## src/hw/rtl/assert_macros.svh

```systemverilog
// ---------------------------------------------------------------------------
// assertion macros
// shared clocked assertion forms for the keyboard decoder rtl
// ---------------------------------------------------------------------------
`ifndef ASSERT_MACROS_SVH
`define ASSERT_MACROS_SVH

// checked outside reset
`define ASSERT_CHK(lbl, prop) \
  lbl: assert property (@(posedge clk_i) disable iff (!rst_ni) prop) \
    else $error("assertion failed");

// checked at every edge, reset included
`define ASSERT_ALW(lbl, prop) \
  lbl: assert property (@(posedge clk_i) prop) \
    else $error("assertion failed");

`endif

```

## src/hw/rtl/ps2kbd_pkg.sv

```systemverilog
// ---------------------------------------------------------------------------
// ps2kbd_pkg
// shared constants and types of the keyboard receiver and decoder
// ---------------------------------------------------------------------------
package ps2kbd_pkg;

  localparam logic [7:0] CODE_RELEASE = 8'hF0;
  localparam logic [7:0] CODE_LSHIFT  = 8'h12;
  localparam logic [7:0] CODE_RSHIFT  = 8'h59;
  localparam logic [7:0] CODE_CTRL    = 8'h14;
  localparam logic [7:0] CODE_ALT     = 8'h11;
  localparam logic [7:0] CHAR_ESC     = 8'h1B;
  localparam logic [3:0] DATA_BITS    = 4'd8;

  localparam logic       ACT_EDGE  = 1'b0;
  localparam logic       ACT_WRITE = 1'b1;

  localparam logic [1:0] TBL_PLAIN = 2'd0;
  localparam logic [1:0] TBL_SHIFT = 2'd1;
  localparam logic [1:0] TBL_CTRL  = 2'd2;
  localparam logic [1:0] TBL_NONE  = 2'd3;

  localparam int unsigned TBL_ENTRIES = 768;
  localparam int unsigned FIFO_DEPTH  = 4;

  typedef struct packed {
    logic [7:0] ch;
    logic       alt;
  } key_ent_t;

endpackage

```

## src/hw/rtl/ps2kbd_back.sv

```systemverilog
// ---------------------------------------------------------------------------
// ps2kbd_back
// expands queued keys into output beats, escape prefix first when alt held
// ---------------------------------------------------------------------------
`include "assert_macros.svh"

module ps2kbd_back import ps2kbd_pkg::*; (
  input  logic       clk_i,
  input  logic       rst_ni,
  input  key_ent_t   head_i,
  input  logic       empty_i,
  output logic       pop_o,
  output logic       out_valid_o,
  input  logic       out_ready_i,
  output logic [7:0] out_char_o,
  output logic       out_last_o
);

  typedef enum logic [1:0] {
    BK_NEXT = 2'b01,
    BK_TAIL = 2'b10
  } back_state_e;

  back_state_e state_q, state_d;
  logic        valid_q, valid_d;
  logic [7:0]  char_q, char_d;
  logic        last_q, last_d;
  logic [7:0]  tail_q, tail_d;
  logic        load;

  assign load = !valid_q || out_ready_i;

  always_comb begin
    state_d = state_q;
    valid_d = valid_q;
    char_d  = char_q;
    last_d  = last_q;
    tail_d  = tail_q;
    pop_o   = 1'b0;
    if (load) begin
      case (state_q)
        BK_TAIL: begin
          valid_d = 1'b1;
          char_d  = tail_q;
          last_d  = 1'b1;
          state_d = BK_NEXT;
        end
        BK_NEXT: begin
          valid_d = !empty_i;
          if (!empty_i) begin
            pop_o = 1'b1;
            if (head_i.alt) begin
              char_d  = CHAR_ESC;
              last_d  = 1'b0;
              tail_d  = head_i.ch;
              state_d = BK_TAIL;
            end else begin
              char_d = head_i.ch;
              last_d = 1'b1;
            end
          end
        end
        default: begin
          valid_d = 1'b0;
          state_d = BK_NEXT;
        end
      endcase
    end
  end

  always_ff @(posedge clk_i or negedge rst_ni) begin
    if (!rst_ni) begin
      state_q <= BK_NEXT;
      valid_q <= 1'b0;
    end else begin
      state_q <= state_d;
      valid_q <= valid_d;
    end
  end

  always_ff @(posedge clk_i) begin
    char_q <= char_d;
    last_q <= last_d;
    tail_q <= tail_d;
  end

  assign out_valid_o = valid_q;
  assign out_char_o  = char_q;
  assign out_last_o  = last_q;

  // while the character waits, the escape beat sits in the output register
  `ASSERT_CHK(a_tail_after_esc, (state_q == BK_TAIL) |-> (valid_q && !last_q))

endmodule

```

## config.mk

```make
export PLATFORM = sky130hd
export DESIGN_NAME = ps2kbd_back
export DESIGN_NICKNAME = d
export VERILOG_FILES = /design/src/hw/rtl/ps2kbd_pkg.sv /design/src/hw/rtl/ps2kbd_back.sv
export VERILOG_INCLUDE_DIRS = /design/src /design/src/hw/rtl
export SDC_FILE = /design/constraint.sdc
export NUM_CORES = 1
export LEC_CHECK = 0
export BUFFER_PORTS_ARGS = -buffer_cell sky130_fd_sc_hd__buf_4
export CELL_PAD_IN_SITES_DETAIL_PLACEMENT = 1
export CELL_PAD_IN_SITES_GLOBAL_PLACEMENT = 1
export CORE_MARGIN = 2
export CORE_UTILIZATION = 42
export CTS_CLUSTER_DIAMETER = 40
export DETAILED_ROUTE_END_ITERATION = 8
export GPL_ROUTABILITY_DRIVEN = 0
export PLACE_DENSITY_LB_ADDON = 0.1
export SYNTH_ARGS = -nofsm -noshare
export SYNTH_HDL_FRONTEND = slang
export SYNTH_SLANG_ARGS = --single-unit
```

## constraint.sdc

```tcl
create_clock -name clk_i -period 2.7 [get_ports clk_i]
set_clock_uncertainty 0.05 [all_clocks]
set_input_delay 0.27 -clock clk_i [delete_from_list [all_inputs] [get_ports clk_i]]
set_output_delay 0.27 -clock clk_i [all_outputs]
set_load 0.005 [all_outputs]
```

After elaboration in Yosys (flattened, before gate mapping)
Index checks and enable logic that the tools add are counted.
{"block": "totals", "in_bits": 13, "register_bits": 20, "word_cells": 30}
{"block": "op_classes", "reduce_logical": 7, "muxes": 13, "bitwise_logic": 1, "n_eq_ne": 4}
{"cell": "8-bit two-way mux", "count": 2}
{"cell": "8-bit one-hot mux with 2 select lines", "count": 1}
{"cell": "2-bit two-way mux", "count": 3}
{"cell": "3-bit AND reduction", "count": 2}
{"cell": "1-bit two-way mux", "count": 5}
{"cell": "2-bit != test (second input constant)", "count": 2}
{"cell": "1-bit one-hot mux with 2 select lines", "count": 2}
{"cell": "4-bit AND reduction", "count": 1}
{"cell": "2-bit by 1-bit equality test with 1-bit output (second input constant)", "count": 1}
{"cell": "2-bit equality test (second input constant)", "count": 1}
{"cell": "1-bit logical NOT", "count": 2}
{"cell": "2-bit nonzero test", "count": 1}
{"cell": "1-bit logical OR", "count": 1}
{"cell": "1-bit NOT", "count": 1}

Depth between registers and ports, before layout
{"block": "logic_depth", "ltp_word": 3, "depth_mapped": 6}

Worst setup path before layout
No wires, ideal clock.
{"block": "synth_timing", "path_kind": "register to register", "startpoint": "register state_q[0]", "endpoint": "register char_q[0], in the netlist out_char_o[0], enable pin", "t_required_ns": 2.272, "arrival_ns": 1.268, "stages_incl_launch_ff": 4, "path_slack_ns": 1.004, "synth_period_minus_slack_ns": 1.696, "n_path_buf": 0, "cell_sequence": "dfstp_2 > ha_1 > nand2b_1 > a21oi_1"}
{"block": "synth_via", "elab_chain_cells": 3, "elab_cells_between_ends": 5, "classes_between": "eq/ne: 3; reduce/logical: 2"}
{"element": "start: declaration", "line": "ps2kbd_back.sv:24", "text": "back_state_e state_q, state_d;"}
{"element": "start signal: assignment", "line": "ps2kbd_back.sv:76", "text": "state_q <= state_d;"}
{"element": "2-bit by 1-bit equality test with 1-bit output or 2-bit equality test (tied branches)", "line": "ps2kbd_back.sv:41", "text": "case (state_q)"}
{"element": "2-bit != test (no source line) or 2-bit nonzero test (tied branches)"}
{"element": "3-bit AND reduction (no source line) *"}
{"element": "end signal: assignment", "line": "ps2kbd_back.sv:82", "text": "char_q <= char_d;"}
{"element": "end: declaration", "line": "ps2kbd_back.sv:26", "text": "logic [7:0] char_q, char_d;"}
Mark *: on every way between the ends. The rest lies on a longest branch, timed or not.
A chain may end at the register's enable or synchronous reset.

Final worst setup path
{"block": "layout_timing", "startpoint": "register state_q[0]", "endpoint": "output port pop_o"}
{"block": "layout_via", "elab_chain_cells": 3}
{"element": "2-bit by 1-bit equality test with 1-bit output", "line": "ps2kbd_back.sv:41"}
{"element": "1-bit two-way mux", "line": "ps2kbd_back.sv:41"}
{"element": "1-bit two-way mux", "line": "ps2kbd_back.sv:40", "text": "if (load) begin"}
{"element": "end: declaration", "line": "ps2kbd_back.sv:12", "text": "output logic pop_o,"}
No other way between the ends.

==> results.yml <==
global_routing:
  grt_pass1_vias: 574
  antenna_found_initial: 0
  track_usage_pct: 14.76
  grt_max_degree: 12
  grt_first_pass_wirelength_um: 2677
  grt_remaining_overflow: 0
floorplanning:
  coreArea_um2: 1922
  die_w_um: 48.48
  io_pins: 24
  initial_core_util_pct: 43.23
  dieHeight_um: 48.48
  dieArea_um2: 2350
  rows: 16
clock_network:
  clk_path_buf_depth: 2
  numCtsBuffers: 3
  cts_setup_buffers: 0
  h-tree-depth: 1
  cts_tree: "built"
  clock_latency_ns: 0.29
  root_buffer: "clkbuf_4"
  post_cts_resized: 0
  clk_pin_slew_ns: 0.11
  clock_sinks: 20
  cts_hold_buf: 1
logic_synthesis:
  synth.area.top_cells: "edfxtp_1 61%, dfrtp_1 6.0%, ha_1 4.5%, o22a_1 4.2%, dfstp_2 3.2%"
  syn-instance-count: 53
  ys_types: 22
  synthArstFlopShare_pct: 15.00
  ys_top_cells_by_count: "17 x edfxtp_1, 4 x o22a_1, 3 x a22o_1, 3 x ha_1, 3 x nand2b_1"
  netlist_area_um2: 830.8
  synth_seq_cells: 20
  synth_top_area_cell: "edfxtp_1"
  synth_nets: 69
  yosysMostFrequentCell: "edfxtp_1"
  yosys_warnings: 0
  synth.avg_cell_area_um2: 15.68
  synth-edff-count: 17
  ys.flop_type: "edfxtp_1"
  synth_top_area_share_pct: 61.45
  ys_seq_area_share_pct: 70.63
setup_path:
  endpoint_kind: "primary output"
  cp.required_ns: 2.38
  crit_arrival_ns: 1.38
  path_max_fanout: 3
  path_class: "reg -> out"
  crit_chain: "ha_1 -> nand2b_1 -> nor2_1 -> buf_4"
  crit_path_top_delay_cell: "dfstp_2"
  cp-start-kind: "flop"
  slowest_delay_ns: 0.56
placed_design:
  place_ws_ns: 1.001
  portBuffers: 23
  place_area_um2: 1037
  place_inst: 103
  dp_hpwl_um: 1190
drt:
  vias: 512
  first_pass_iters: 4
  postRouteAntennaNets: 0
  drc_errors: 0
  via_per_inst: 4.741
  first_iter_violations: 6
  wirelength_um: 1530
  wl_per_cell_um: 14.17
layout:
  final_cells: 108
  num-fill-cells: 207
  drive_gt1_share_pct: 39.51
  fin_area_um2: 1074
  finalNetCount: 98
  syn_to_final_growth_pct: 29.22
  num_antenna_cells: 0
timing:
  hold_violations: 0
  worstMarginPinSlew_ns: 0.3345
  min_period_ns: 1.702
  fin_crit_sh_pct: 63.04
  setup-violations-final: 0
  tns_ns: 0
  max-slew-margin-rel_pct: 77.70
  fmax_ghz: 0.5875
  rsz0062_at_grt: "no"
  maxSlewViolCount: 0
  setup_ws_ns: 0.9980
power_and_ir_drop:
  vdd_drop_max_mv: 0.4643
  cellLeakagePower_nw: 0.4422
  p_per_area_nw_per_um2: 994.6
  power_mw: 1.068
job:
  drv_cap: 0
hold_path:
  hp-class: "in -> reg"
outcome:
  status: "completed"
-- placed cells by master, fill, tap and decap left out, types with 2 or more instances in the layout --
cell type	n
buf_4	24
edfxtp_1	17
o22a_1	4
nand2b_1	3
a22o_1	3
ha_1	3
clkbuf_4	3
inv_1	2
nand2_1	2
nor2b_1	2
a21oi_1	2
nor2_1	2
dfrtp_1	2
-- flip-flops by register name, summed over array words and instances (netlist names) --
register	cells
out_char_o	8
tail_q	8
state_q	2
out_last_o	1
out_valid_o	1
-- critical path, delay by kind of cell (launching register included) --
kind	cells	cell delay (ns)
buffers and inverters	1	0.12
flip-flops	1	0.56
AND/OR/NAND/NOR	2	0.22
adder cells (fa/ha/maj)	1	0.19
-- final cells by class --
type,instances,area (um^2),area share (%)
flip-flops and latches,20,586.8,54.66
multi-input cells,29,225.2,20.98
repair buffers,25,190.2,17.72
well taps,27,33.78,3.147
clock buffers,3,22.52,2.098
inverters,3,11.26,1.049
clock inverters,1,3.754,0.3497
-- where the power goes --
| group | internal, mW | leakage [nW] | switching, mW |
|---|---|---|---|
| registers | 0.467 | 0.191 | 0.0341 |
| clock network | 0.0537 | 0.0154 | 0.0891 |
| logic | 0.218 | 0.235 | 0.206 |
-- cells by family (layout without fill, tap and decap cells) --
| group | Yosys count | after routing | synth area share, % |
|---|---|---|---|
| adders and majority gates | 3 | 3 | 4.519 |
| AOI/OAI and AO/OA | 13 | 13 | 12.20 |
| DFF | 20 | 20 | 70.63 |
| and+or+nand+nor | 12 | 12 | 8.586 |
| muxes | 1 | 1 | 1.807 |
| buffers and inverters | 4 | 32 | 2.259 |
-- path summary, 6_finish.rpt --
kind | endpoint | slack [ns] | cells past startpoint | from
max in group asynchronous | state_q[0]$_DFFE_PN1P_ | 2.18 | 2 | rst_ni
worst min-delay path | tail_q[7]$_DFFE_PP_ | 0.11 | 1 | head_i[8]
worst min register to register | out_char_o[4]$_DFFE_PP_ | 0.51 | 1 | tail_q[4]$_DFFE_PP_
worst max-delay path | pop_o | 1.0 | 4 | state_q[0]$_DFFE_PN1P_
worst max register to register | tail_q[6]$_DFFE_PP_ | 1.0 | 2 | state_q[0]$_DFFE_PN1P_
min in group asynchronous | out_valid_o$_DFFE_PN0N_ | 0.24 | 2 | rst_ni
-- per-layer routing --
metal | part of all wire (%) | up-vias | GRT usage [%] | wire, um
li1 | - | 252 | - | -
met4 | 0 | 0 | 2.857 | 0
met5 | 0 | - | 0 | 0
met1 | 46 | 247 | 19.25 | 710
met2 | 51 | 13 | 26.62 | 777
met3 | 2.7 | 0 | 1.852 | 42
-- per-stage QoR --
step | utilization (%) | hold WS [ns]
detailed placement | 53.97 | 0.01434
floorplan | - | -0.07559
global placement | 53.97 | 0.01265
global route | 55.86 | 0.08512
finish | 55.86 | 0.1084
CTS | 55.86 | 0.09997
Power figures use the tool's default switching activity.
