===== src/hw/rtl/assert_macros.svh =====
// ---------------------------------------------------------------------------
// assertion macros
// shared clocked assertion forms for the keyboard decoder rtl
// ---------------------------------------------------------------------------
`ifndef ASSERT_MACROS_SVH
`define ASSERT_MACROS_SVH

// checked outside reset
`define ASSERT_CHK(lbl, prop) \
  lbl: assert property (@(posedge clk_i) disable iff (!rst_ni) prop) \
    else $error("assertion failed");

// checked at every edge, reset included
`define ASSERT_ALW(lbl, prop) \
  lbl: assert property (@(posedge clk_i) prop) \
    else $error("assertion failed");

`endif


===== src/hw/rtl/ps2kbd_pkg.sv =====
// ---------------------------------------------------------------------------
// ps2kbd_pkg
// shared constants and types of the keyboard receiver and decoder
// ---------------------------------------------------------------------------
package ps2kbd_pkg;

  localparam logic [7:0] CODE_RELEASE = 8'hF0;
  localparam logic [7:0] CODE_LSHIFT  = 8'h12;
  localparam logic [7:0] CODE_RSHIFT  = 8'h59;
  localparam logic [7:0] CODE_CTRL    = 8'h14;
  localparam logic [7:0] CODE_ALT     = 8'h11;
  localparam logic [7:0] CHAR_ESC     = 8'h1B;
  localparam logic [3:0] DATA_BITS    = 4'd8;

  localparam logic       ACT_EDGE  = 1'b0;
  localparam logic       ACT_WRITE = 1'b1;

  localparam logic [1:0] TBL_PLAIN = 2'd0;
  localparam logic [1:0] TBL_SHIFT = 2'd1;
  localparam logic [1:0] TBL_CTRL  = 2'd2;
  localparam logic [1:0] TBL_NONE  = 2'd3;

  localparam int unsigned TBL_ENTRIES = 768;
  localparam int unsigned FIFO_DEPTH  = 4;

  typedef struct packed {
    logic [7:0] ch;
    logic       alt;
  } key_ent_t;

endpackage


===== src/hw/rtl/ps2kbd_fifo.sv =====
// ---------------------------------------------------------------------------
// ps2kbd_fifo
// short queue of looked-up keys between front and back
// ---------------------------------------------------------------------------
`include "assert_macros.svh"

module ps2kbd_fifo import ps2kbd_pkg::*; #(
  parameter int unsigned Depth = FIFO_DEPTH,
  localparam int unsigned PtrW = $clog2(Depth),
  localparam int unsigned CntW = $clog2(Depth + 1)
) (
  input  logic            clk_i,
  input  logic            rst_ni,
  input  logic            push_i,
  input  key_ent_t        push_data_i,
  input  logic            pop_i,
  output key_ent_t        head_o,
  output logic            empty_o,
  output logic [CntW-1:0] cnt_o
);

  key_ent_t        mem_q [Depth];
  logic [PtrW-1:0] wr_ptr_q, rd_ptr_q;
  logic [CntW-1:0] cnt_q;

  function automatic logic [PtrW-1:0] ptr_inc(input logic [PtrW-1:0] p);
    ptr_inc = (p == PtrW'(Depth - 1)) ? '0 : p + PtrW'(1);
  endfunction

  always_ff @(posedge clk_i or negedge rst_ni) begin
    if (!rst_ni) begin
      wr_ptr_q <= '0;
      rd_ptr_q <= '0;
      cnt_q    <= '0;
    end else begin
      if (push_i) wr_ptr_q <= ptr_inc(wr_ptr_q);
      if (pop_i) rd_ptr_q <= ptr_inc(rd_ptr_q);
      cnt_q <= cnt_q + CntW'(push_i) - CntW'(pop_i);
    end
  end

  always_ff @(posedge clk_i) begin
    if (push_i) mem_q[wr_ptr_q] <= push_data_i;
  end

  assign head_o  = mem_q[rd_ptr_q];
  assign empty_o = (cnt_q == '0);
  assign cnt_o   = cnt_q;

  `ASSERT_CHK(a_no_overflow, push_i |-> (cnt_q != CntW'(Depth)))
  `ASSERT_CHK(a_no_underflow, pop_i |-> !empty_o)

endmodule


===== config.mk =====
export PLATFORM = sky130hd
export DESIGN_NAME = ps2kbd_fifo
export DESIGN_NICKNAME = d
export VERILOG_FILES = /design/src/hw/rtl/ps2kbd_pkg.sv /design/src/hw/rtl/ps2kbd_fifo.sv
export VERILOG_INCLUDE_DIRS = /design/src /design/src/hw/rtl
export SDC_FILE = /design/constraint.sdc
export NUM_CORES = 1
export LEC_CHECK = 0
export BUFFER_PORTS_ARGS = -buffer_cell sky130_fd_sc_hd__buf_2
export CAP_MARGIN = 20
export CORE_MARGIN = 2
export CORE_UTILIZATION = 50
export CTS_BUF_LIST = sky130_fd_sc_hd__clkbuf_4 sky130_fd_sc_hd__clkbuf_8
export CTS_CLUSTER_SIZE = 25
export DETAILED_ROUTE_END_ITERATION = 7
export PLACE_DENSITY = 0.72
export RECOVER_POWER = 100
export SLEW_MARGIN = 20
export SYNTH_ARGS = -nofsm -noshare
export SYNTH_HDL_FRONTEND = slang
export SYNTH_SLANG_ARGS = --single-unit

===== constraint.sdc =====
create_clock -name clk_i -period 1.7 [get_ports clk_i]
set_input_delay 0.425 -clock clk_i [delete_from_list [all_inputs] [get_ports clk_i]]
set_output_delay 0.425 -clock clk_i [all_outputs]
set_load 0.02 [all_outputs]

## Word level (Yosys, flattened, before mapping)

Memory sizes are Yosys's and may differ from the RTL's.
Cells that the tools add are included.

- Add/sub/neg operators: 4
- Equal/unequal tests: 2
- Muxes and demuxes: 4
- Reduce and logical (&&, ||, !) cells: 1

Operators by type and width:

| kind | count |
|---|---|
| $add 2x1->2 const B | 2 |
| $eq 2x2->1 const B | 2 |
| $mux 2 | 2 |
| $add 3x1->3 | 1 |
| $logic_not 3->1 | 1 |
| $sub 3x1->3 | 1 |
| $mux 1 | 2 |

- Bits in registers: 7
- RAM bits: 36
- Input port bits: 13
- Output and inout port bits: 13
- Logic and storage cells: 15
- Memories: 1

Memories:

| memory | depth | bits a word | rd ports | clocked after Yosys merged registers in | wr ports | RTL line | RTL |
|---|---|---|---|---|---|---|---|
| mem_q | 4 | 9 | 1 | 0 | 1 | ps2kbd_fifo.sv:22 | `key_ent_t mem_q [Depth];` |

## Depth between registers and ports, before layout

Gate-level depths: netlist of run 1.

- Depth after elaboration: 2
- Gate-level depth with buffers: 8
- Depth with buffers taken out: 8

## Least setup slack after synthesis of run 1

OpenSTA, ideal clock, no wires.

- Kind: register to register
- From: reg cnt_q[0], in the netlist cnt_o[0]
- To: reg cnt_q[2], in the netlist cnt_o[2]
- Setup time: 0.132 ns
- Arrival: 1.608 ns
- Data required time: 1.568 ns
- Path slack: -0.041 ns
- Stages on the path, launching flop included: 9
- Path buffers: 0
- Clock period less this slack: 1.741 ns
- Cell sequence: dfrtp_1 > inv_1 > ha_1 > inv_1 > ha_1 > inv_1 > fa_1 > xnor2_1 > xnor2_1

- Word-level cells in the longest chain between the ends: 2

RTL lines:

| what | RTL line | RTL |
|---|---|---|
| start, declared | ps2kbd_fifo.sv:24 | `logic [CntW-1:0] cnt_q;` |
| start signal, assigned | ps2kbd_fifo.sv:38 | `cnt_q <= cnt_q + CntW'(push_i) - CntW'(pop_i);` |
| $add 3x1->3 | ps2kbd_fifo.sv:38 |  |
| $sub 3x1->3 | ps2kbd_fifo.sv:38 |  |

Every way passes these cells.
A chain may end at the register's enable or synchronous reset.

==> results.yml, run 1 <==
detailed_routing:
  vias: 836
  drt-vias-per-instance: 4.92
  highest_layer: "met4"
  wl_met3_um: 100
  drt_wl_total_um: 2690
  ant_nets: 0
  remaining_drc_errors: 0
  wl_met1_um: 1120
  post_drt_wl_per_cell_um: 15.8
  wl_met2_um: 1420
  drtIter0Drc: 18
  firstDrtPassIters: 4
synth:
  yosysSeqAreaShare: 0.737
  syn_area_per_cell_sq_um: 20.8
  ys_ff_latch: 43
  yosysWarnings: 0
  netlist-cell-type-count: 17
  synthCells: 82
  syn-cell-area_sq_um: 1710
  syn-num-nets: 103
timing:
  period_share: 1.17
  setup_slack_ns: -0.288
  clock_skew_ns: 0.0115
  min_period_ns: 1.99
  worstMarginPinSlew_ns: 0.381
  setup_viol_count_final: 9
  max-slew-margin-rel: 0.746
  max_clock_freq_mhz: 503
  tns_ns: -2.44
  slew_viol_final: 0
  hold_viol_final: 0
  rsz0062_at_grt: "yes"
placed_design:
  dp.cells: 161
  port_buffers: 25
  placed_cell_area_sq_um: 1950
  gp_congestion: 0.677
  hpwl_um: 1880
floorplanning:
  start_util: 0.515
  die_y_um: 62.4
  coreArea_sq_um: 3310
  fp-row-count: 21
  die_area_sq_um: 3890
  io_pins: 26
  dieWidth_um: 62.4
power:
  p_leak_nw: 0.735
  power.density_nw_per_um2: 1680
  ir_drop_v: 0.000893
layout:
  fin_util: 0.611
  drive_above_1_share: 0.363
  final_common_cell: "edfxtp_1"
  n_antenna_cell: 0
  finalNonFillerCells: 170
  syn_to_final_growth_pct: 18.6
  final_cell_mix: "edfxtp_1 (36), clkbuf_1 (17), buf_2 (12)"
  nNetsFinal: 144
  stdcell_area_sq_um: 2020
global_route:
  grt_overflow_total: 0
  grt_pass1_wl_um: 4260
  grt_max_degree: 15
  antenna_found_initial: 0
  grt.total_usage: 0.152
  grt_pass1_vias: 869
clock_tree:
  clk_latency_ns: 0.34
  root_buffer: "clkbuf_4"
  cts_tree: "built"
  clk_pin_slew_ns: 0.12
  numCtsBuffers: 5
  clkSinkCount: 43
  htree_levels: 2
  ctsLongestPathBuffers: 2
  cts_setup_buffers: 0
run_status:
  run_status: "finished with violations"
  violations: "negative setup slack"
critical_path:
  arrival_ns: 1.56
  cp-end-kind: "output port"
  cp.required_ns: 1.27
  crit_type: "reg -> out"
  critical_path.startpoint_type: "flip-flop"
  cp_max_fo: 3
flow_run:
  drv_cap: 0
min_path:
  hold_path_class: "in -> reg"
==> worst max-delay path, stage by stage (launching register included) <==
cell	delay, ns
dfrtp_1	0.38
buf_4	0.15
mux4_2	0.51
buf_2	0.18
==> layer usage <==
layer / global-route usage / up-vias
li1: - / 396
met1: 0.171 / 418
met2: 0.269 / 18
met3: 0.0486 / 4
met4: 0.0583 / 0
met5: 0 / -
==> Yosys cell counts <==
master     n  area (sq um)
mux4_2     8           180
and2_1     4          25.0
nand2_1    1          3.75
buf_6      1          11.3
nor2_1     1          3.75
mux2_2     2          22.5
mux4_1     1          26.3
nor3_1     1          5.00
dfrtp_1    7           175
ha_1       7          87.6
fa_1       1          20.0
edfxtp_1  36          1080
xnor2_1    2          17.5
or3b_2     1          8.76
inv_1      6          22.5
o21ai_0    2          10.0
buf_2      1          5.00
==> sequential cells by signal (all words and copies together), names as in the netlist <==
| signal | flops |
|---|---|
| wr_ptr_q | 2 |
| cnt_o | 3 |
| rd_ptr_q | 2 |
| mem_q | 36 |
==> per-stage QoR <==
stage	hold WS, ns	setup slack [ns]	total power [mW]
3_3_place_gp	0.267	-0.0791	2.74
3_5_place_dp	0.269	-0.122	2.79
2_1_floorplan	0.129	0.0105	2.38
5_1_grt	0.332	-0.368	3.60
4_1_cts	0.273	-0.315	3.41
6_report	0.335	-0.288	3.39
==> area by class of cell <==
| type | count | area [sq um] |
|---|---|---|
| repair buffers | 36 | 174 |
| fillers | 266 | 1290 |
| flip-flops and latches | 43 | 1260 |
| clock buffers | 5 | 37.5 |
| clock inverters | 3 | 43.8 |
| well taps | 46 | 57.6 |
| inverters | 6 | 22.5 |
| multi-input cells | 31 | 429 |
==> path summary, 6_finish.rpt <==
path,slack (ns),end,from,cells past startpoint
max,-0.29,head_o[8],rd_ptr_q[0],3
max reg2reg,0.05,cnt_o[2],cnt_o[0],8
min reg2reg,0.57,cnt_o[2],cnt_o[1],1
min in group asynchronous,0.49,cnt_o[1],rst_ni,2
max in group asynchronous,0.92,rd_ptr_q[1],rst_ni,2
min,0.33,mem_q[0][3],push_data_i[3],1
==> cell families after synthesis <==
logic type | count (synthesis) | share of synthesized area
flops | 43 | 0.737
mux | 11 | 0.134
buf+inv | 8 | 0.0227
fa+ha+maj | 8 | 0.0631
simple gates | 8 | 0.0271
compound gates | 2 | 0.00587
xor+xnor | 2 | 0.0103
==> power by group <==
part	total [mW]	leakage, nW	internal [mW]	switching [mW]
Combinational	1.23	0.278	0.576	0.649
Sequential	1.54	0.412	1.39	0.151
Clock	0.626	0.0452	0.309	0.316
==> timing repair <==
| action | in CTS | in global routing |
|---|---|---|
| endpoints found under the setup margin | 9 | 10 |
| endpoints found under the hold margin | 7 | 0 |
| gates resized for setup | 2 | 9 |
| cloned | 0 | 0 |
| pin swaps | 0 | 3 |
| hold buffers | 1 | 0 |
No activity file was read; power rests on OpenSTA's default activity.
==> run 2, diff against run 1 <==
- ABC_AREA: unset -> 1
- CAP_MARGIN: 20 -> unset
- PLACE_DENSITY: 0.72 -> 0.71
==> results.yml, run 2 <==
global_route:
  grt_pass1_vias: 1190
  grt_overflow_total: 0
  grt.total_usage: 0.168
  grt_pass1_wl_um: 5260
  antenna_found_initial: 0
  grt_max_degree: 20
layout:
  final_common_cell: "inv_1"
  syn_to_final_growth_pct: 21.6
  n_antenna_cell: 0
  final_cell_mix: "inv_1 (49), nand2_1 (44), edfxtp_1 (36)"
  top_register: "mem_q"
  nNetsFinal: 246
  fillers: 323
  largest_reg_flops: 36
  drive_above_1_share: 0.235
  fin_util: 0.641
detailed_routing:
  post_drt_wl_per_cell_um: 12.5
  drt-vias-per-instance: 4.61
  remaining_drc_errors: 0
  firstDrtPassIters: 4
  vias: 1262
  drtIter0Drc: 40
  drt_wl_total_um: 3410
  ant_nets: 0
synth:
  netlist.area_leader.share: 0.556
  synthCells: 190
  syn-num-nets: 211
  ys_ff_latch: 43
  yosys-top-cells-area: "edfxtp_1 (56%), nand2_1 (11%), inv_1 (9.5%)"
  syn_area_per_cell_sq_um: 10.2
  synth_commonest_cells: "nand2_1 (58), inv_1 (49), edfxtp_1 (36)"
  synth_edf_count: 36
  async_flop_share: 0.163
  yosysWarnings: 0
  yosysSeqAreaShare: 0.646
  syn-cell-area_sq_um: 1950
  yosys.area.top_type: "edfxtp_1"
  netlist-cell-type-count: 15
  synth_top_flop_cell: "edfxtp_1"
  yosysMostFrequentCell: "nand2_1"
timing:
  max_clock_freq_mhz: 578
  rsz0062_at_grt: "yes"
  setup_viol_count_final: 6
  min_period_ns: 1.73
  slew_viol_final: 0
  clock_skew_ns: 0.00694
  tns_ns: -0.0507
  hold_viol_final: 0
  period_share: 1.02
  worstMarginPinSlew_ns: 0.457
  setup_slack_ns: -0.0286
  max-slew-margin-rel: 0.695
placed_design:
  hpwl_um: 2190
  gp_congestion: 0.676
  port_buffers: 25
clock_tree:
  clk_pin_slew_ns: 0.07
  htree_levels: 2
  clkSinkCount: 43
  root_buffer: "clkbuf_8"
  clk_latency_ns: 0.29
  ctsLongestPathBuffers: 2
  cts_tree: "built"
  numCtsBuffers: 5
run_status:
  violations: "negative setup slack"
  run_status: "finished with violations"
min_path:
  hold_path_class: "in -> reg"
critical_path:
  critical_path.startpoint_type: "flip-flop"
  cp_max_fo: 6
  cp.required_ns: 1.27
  cp-end-kind: "output port"
  arrival_ns: 1.30
  crit_type: "reg -> out"
floorplanning:
  io_pins: 26
  start_util: 0.527
  die_area_sq_um: 4410
  fp-row-count: 22
  coreArea_sq_um: 3690
  dieWidth_um: 66.4
  die_y_um: 66.4
power:
  ir_drop_v: 0.000917
  p_leak_nw: 1.15
  p_total_mw: 3.89
  power.density_nw_per_um2: 1650
flow_run:
  drv_cap: 0
-- run 2: cell types whose count changed after synthesis, sizes merged, moves of 4 or more --
cell   change
and2       -4
inv       +45
mux4       -9
nand2     +57
nand3     +19
-- run 2: layout make-up --
cell class / instances / area, sq um / share of cell area
Clock buffer: 8 / 91.3 / 0.0386
Inverter: 51 / 201 / 0.0851
Multi-Input combinational cell: 92 / 523 / 0.221
Sequential cell: 43 / 1260 / 0.532
Tap cell: 48 / 60.1 / 0.0254
Timing Repair Buffer: 32 / 231 / 0.0978
-- run 2: path summary, 6_finish.rpt --
path | cells past startpoint | slack [ns] | endpoint | start
setup / recovery | 5 | -0.03 | head_o[3] | rd_ptr_q[0]
hold / removal | 1 | 0.39 | mem_q[3][5] | push_data_i[5]
setup reg to reg | 8 | 0.19 | cnt_o[2] | cnt_o[0]
hold reg to reg | 3 | 0.64 | cnt_o[2] | cnt_o[2]
max in group asynchronous | 2 | 0.80 | rd_ptr_q[0] | rst_ni
min in group asynchronous | 2 | 0.58 | wr_ptr_q[0] | rst_ni
-- run 2: timing repair --
action | 4_1_cts | 5_1_grt
buffers inserted | 1 | 0
pin swaps | 0 | 10
endpoints found under the setup margin | 9 | 9
resized for setup | 19 | 29
endpoints found under the hold margin | 7 | 0
hold buffers | 1 | 0
gates cloned | 0 | 1
-- run 2: critical path, cell delays in order (launching register included) --
cell and delay (ns):
dfrtp_2 0.49, buf_6 0.17, nand2_2 0.07, nand3_2 0.08, nand2_2 0.08, buf_6 0.11
-- run 2: cell families after synthesis --
kind of cell    Yosys count  synth area share
buf+inv                  55             0.122
compound gates            4            0.0103
flops                    43             0.646
fa+ha+maj                 8            0.0553
simple gates             80             0.167
-- run 2: power by group --
part / switching [mW] / internal [mW]
Clock: 0.315 / 0.340
Sequential: 0.148 / 1.39
Combinational: 1.01 / 0.696
-- run 2: metal layers --
layer | GRT usage | vias up | wire [um] | share of wire
li1 | - | 653 | - | -
met1 | 0.195 | 585 | 1430 | 0.42
met2 | 0.298 | 20 | 1820 | 0.53
met3 | 0.0409 | 4 | 131 | 0.038
met4 | 0.0663 | 0 | 31 | 0.0091
met5 | 0 | - | 0 | 0
-- run 2: through the flow --
stage	area [sq um]	hold WS, ns	instances	worst slack, ns
2_1_floorplan	1950	0.129	190	0.106
3_3_place_gp	2120	0.270	263	0.0410
3_5_place_dp	2120	0.275	263	0.0360
4_1_cts	2280	0.340	273	-0.0149
5_1_grt	2370	0.381	274	-0.0728
6_report	2370	0.391	274	-0.0286
